==> src/rtl/fsgr_ram.sv <==
// ----------------------------------------------------------------------------
// Generic simple dual-port RAM
// One write port and one read port with registered read data.
// ----------------------------------------------------------------------------
module fsgr_ram #(
  parameter int WIDTH = 8,
  parameter int DEPTH = 16
) (
  input  logic                     clk_i,
  input  logic                     we_i,
  input  logic [$clog2(DEPTH)-1:0] waddr_i,
  input  logic [WIDTH-1:0]         wdata_i,
  input  logic [$clog2(DEPTH)-1:0] raddr_i,
  output logic [WIDTH-1:0]         rdata_o
);

  logic [WIDTH-1:0] mem [DEPTH];

  // Write and registered read.
  always_ff @(posedge clk_i) begin
    if (we_i) begin
      mem[waddr_i] <= wdata_i;
    end
    rdata_o <= mem[raddr_i];
  end

endmodule
==> config.mk <==
export PLATFORM = sky130hd
export DESIGN_NAME = fsgr_ram
export DESIGN_NICKNAME = d
export VERILOG_FILES = /design/src/rtl/fsgr_ram.sv
export SDC_FILE = /design/constraint.sdc
export NUM_CORES = 1
export LEC_CHECK = 0
export BUFFER_PORTS_ARGS = -buffer_cell sky130_fd_sc_hd__buf_4
export CORE_MARGIN = 10
export CORE_UTILIZATION = 28
export DETAILED_ROUTE_END_ITERATION = 8
export PLACE_DENSITY = 0.46
export SYNTH_ARGS = -nofsm -noshare
export SYNTH_HDL_FRONTEND = slang
export SYNTH_SLANG_ARGS = --single-unit
export TNS_END_PERCENT = 1
==> constraint.sdc <==
create_clock -name clk_i -period 4.3 [get_ports clk_i]
set_clock_uncertainty 0.15 [all_clocks]
set_input_delay 0.86 -clock clk_i [delete_from_list [all_inputs] [get_ports clk_i]]
set_output_delay 0.86 -clock clk_i [all_outputs]
set_load 0.02 [all_outputs]
Word level (Yosys, flattened, before mapping)
Memories as Yosys holds them, arrays and structs flattened. A register that Yosys moved wholly into a read port is not among the register bits.
Cells that the tools add are included.
{"block": "totals", "ff_bits": 0, "mem_bits_rw": 128, "inputBits": 18, "output_inout_bits": 8, "elab_cells": 3, "mem_count": 1}
{"name": "mem", "depth": 16, "word_bits": 8, "read_ports": 1, "rd_clocked_by_memory_dff": 1, "wr": 1, "line": "17", "source": "logic [WIDTH-1:0] mem [DEPTH];"}
{"block": "op_classes", "n_mux": 2}
{"operator": "$mux 1", "n": 2}

Depth between registers and ports, before layout
{"block": "depth", "ltp_word": 2, "mapped_depth": 5, "mapped_depth_nobuf": 3}

Worst setup path before layout
OpenSTA, ideal clock, no wires.
{"block": "synth_path", "kind": "input to register", "from": "input waddr_i[2]", "to": "memory mem[0][0] (enable)", "setup_ns": 0.383, "arrival_time_ns": 1.970, "required_time_ns": 3.767, "setup_slack_ns": 1.797, "cell_stages": 2, "path_buffers": 0, "path_cell_list": "or3b_2 nor3_1"}
{"element": "start: declaration", "line": "11", "source": "input logic [$clog2(DEPTH)-1:0] waddr_i,"}
{"element": "end: declaration", "line": "17"}
No word-level cell before the write port.

Worst setup path after layout
{"block": "layout_path", "from": "input waddr_i[2]", "to": "memory mem[1][1] (enable)"}
No word-level cell before the write port.

==> impl_metrics.tcl <==
set metrics [dict create \
    status "finished, final reports clean" \
    holdPathStages 3 \
    maxCapViolCount 0 \
    grt_pass1_vias 2595 \
    gp_congestion 0.705 \
    diodes 0 \
    path_class "input pin to flip-flop" \
    cts_buffer_depth 2 \
    fp-row-count 49 \
    synth_seq_cells 136 \
    powerDensity_mw_per_mm2 480 \
    r2r-start "mem[1][5]$_DFFE_PP_" \
    synth_warnings 0 \
    drive_gt1_share_pct 26.1 \
    fin_nets 285 \
    gr-total-overflow 0 \
    regArea_mm2 0.00400 \
    power_mw 2.93 \
    yosysSeqAreaShare_pct 77.8 \
    ys_async_sr_fraction_pct 0 \
    hp-start "mem[14][5]$_DFFE_PP_" \
    synth_nets 247 \
    reg2reg_slack_ns 2.76 \
    cts_tree "yes" \
    wire_per_inst_um 21.5 \
    ys_types 19 \
    post-route-period-util_pct 54.1 \
    start_util_pct 28.6 \
    worst_pin_slew_ns 1.05 \
    clkTransAtPathRegs_ns 0.05 \
    relSlewSlack_pct 29.7 \
    die_y_um 156 \
    vias 2331 \
    critPathRequiredTime_ns 4.18 \
    wl_um 11000 \
    p_leak_nw 2.00 \
    fillers 1741 \
    dp_hpwl_um 6950 \
    via_per_inst 4.58 \
    hold_slack_ns 0.531 \
    hp-class "flip-flop to flip-flop" \
    grtUsageTotal_pct 9.58 \
    io_pins 26 \
    dieArea_mm2 0.0242 \
    worst-path-max-fanout 8 \
    postLayoutCellArea_mm2 0.00609 \
    rsz0062_at_grt "false" \
    setup_tns_ns 0 \
    grt_pass1_wl_um 16600 \
    cts_root_buffer "clkbuf_16" \
    cts.sinks 136 \
    antenna_found_initial 0 \
    syn_inst 229 \
    drtPass1Iterations 4 \
    setup_viol 0 \
    drtIter0Drc 132 \
    postRouteAntennaNets 0 \
    cp.arrival_ns 2.21 \
    placed_cells 477 \
    synth_edf_count 128 \
    finalHoldViolations 0 \
    cts_setup_buffers 0 \
    crit_path_end_kind "flip-flop" \
    reg2reg_to "rdata_o[5]$_DFF_P_" \
    dominantRegCellSynth "edfxtp_1" \
    hold_path_end "rdata_o[5]$_DFF_P_" \
    syn2layout_area_growth_pct 18.4 \
    die_x_um 156 \
    irDropWorstVdd_v 0.000266 \
    period_needed_ns 2.33 \
    start_kind "input pin" \
    cts_resized 0 \
    htreeDepth 4 \
    fmaxAchievable_mhz 430 \
    numCtsBuffers 17 \
    hold_buffers 0 \
    final-instance-count-excl-fill 509 \
    fp.coreArea_mm2 0.0180 \
    syn_area_per_cell_um2 22.5 \
    slew_violations 0 \
    syn_area_mm2 0.00515 \
    reg2reg_depth 3 \
    port_buffers 25 \
    multi_input_area_mm2 0.00106 \
    dpl_cell_area_mm2 0.00557 \
    grt_max_degree 33 \
    post-route-drc-count 0 \
    clkLatencyLatePin_ns 0.41 \
]
## metal layers
layer	track usage, %	vias up	wire (um)
li1	-	1050	-
met1	12.6	1224	5160
met2	14.0	45	5080
met3	3.61	12	573
met4	3.79	0	144
met5	0	-	0
## power breakdown
| group | total [mW] | switching [mW] | internal (mW) |
|---|---|---|---|
| combinational | 0.150 | 0.0871 | 0.0626 |
| clock | 1.28 | 0.489 | 0.794 |
| sequential | 1.49 | 0.0112 | 1.48 |
| total | 2.93 | 0.587 | 2.34 |
## stage by stage
step	util, %	setup WS (ns)
floorplan	-	1.80
global placement	30.9	1.50
detailed placement	30.9	1.50
CTS	33.8	1.94
global route	33.8	1.91
finish	33.8	1.97
## sequential cells by signal, indices dropped and copies added (netlist names)
name / count
mem: 128
rdata_o: 8
## cells in the final DEF (no fill, tap or decap), drive strengths merged
cell / instances
buf: 29
nand2b: 2
nor3: 4
dfxtp: 8
mux4: 32
clkbuf: 28
and2: 1
or3b: 1
edfxtp: 128
and2b: 1
nand3b: 2
nand3: 1
nor2b: 1
nor2: 13
nand2: 9
clkinv: 4
a22oi: 16
## worst max path at each step
stage / endpoint / startpoint
6_report: mem[1][1]$_DFFE_PP_ / waddr_i[2]
5_1_grt: rdata_o[5]$_DFF_P_ / raddr_i[0]
4_1_cts: rdata_o[5]$_DFF_P_ / raddr_i[0]
3_5_place_dp: rdata_o[5]$_DFF_P_ / raddr_i[0]
3_3_place_gp: rdata_o[5]$_DFF_P_ / raddr_i[0]
2_1_floorplan: mem[0][0]$_DFFE_PP_ / waddr_i[2]
## cells by family (layout without fill, tap and decap cells)
group	count (synthesis)	count (layout)	synth area share, %
multiplexers	32	32	15.0
AND/OR/NAND/NOR	35	35	3.18
AO/OA/AOI/OAI	16	16	2.33
flip-flops	136	136	77.8
buffers and inverters	10	61	1.68
## critical path, cell delays in order
cell	delay, ns
buf_4	0.12
or3b_2	0.50
nor2_1	0.72
## synth_stat cells (2+ instances only)
master | count | area, um2
a22oi_1 | 16 | 120
buf_2 | 3 | 15.0
buf_6 | 3 | 33.8
clkdlybuf4s25_2 | 3 | 30.0
dfxtp_1 | 8 | 160
edfxtp_1 | 128 | 3840
mux4_1 | 14 | 368
mux4_2 | 18 | 405
nand2_1 | 9 | 33.8
nand2b_1 | 2 | 12.5
nand3b_1 | 2 | 15.0
nor2_1 | 13 | 48.8
nor3_1 | 4 | 20.0
## area by class of cell
type	instances	area share [%]
Tap cell	229	4.70
Multi-Input combinational cell	83	17.4
Clock buffer	28	8.32
Timing Repair Buffer	29	3.57
Sequential cell	136	65.7
Clock inverter	4	0.329
Power figures use the tool's default switching activity.
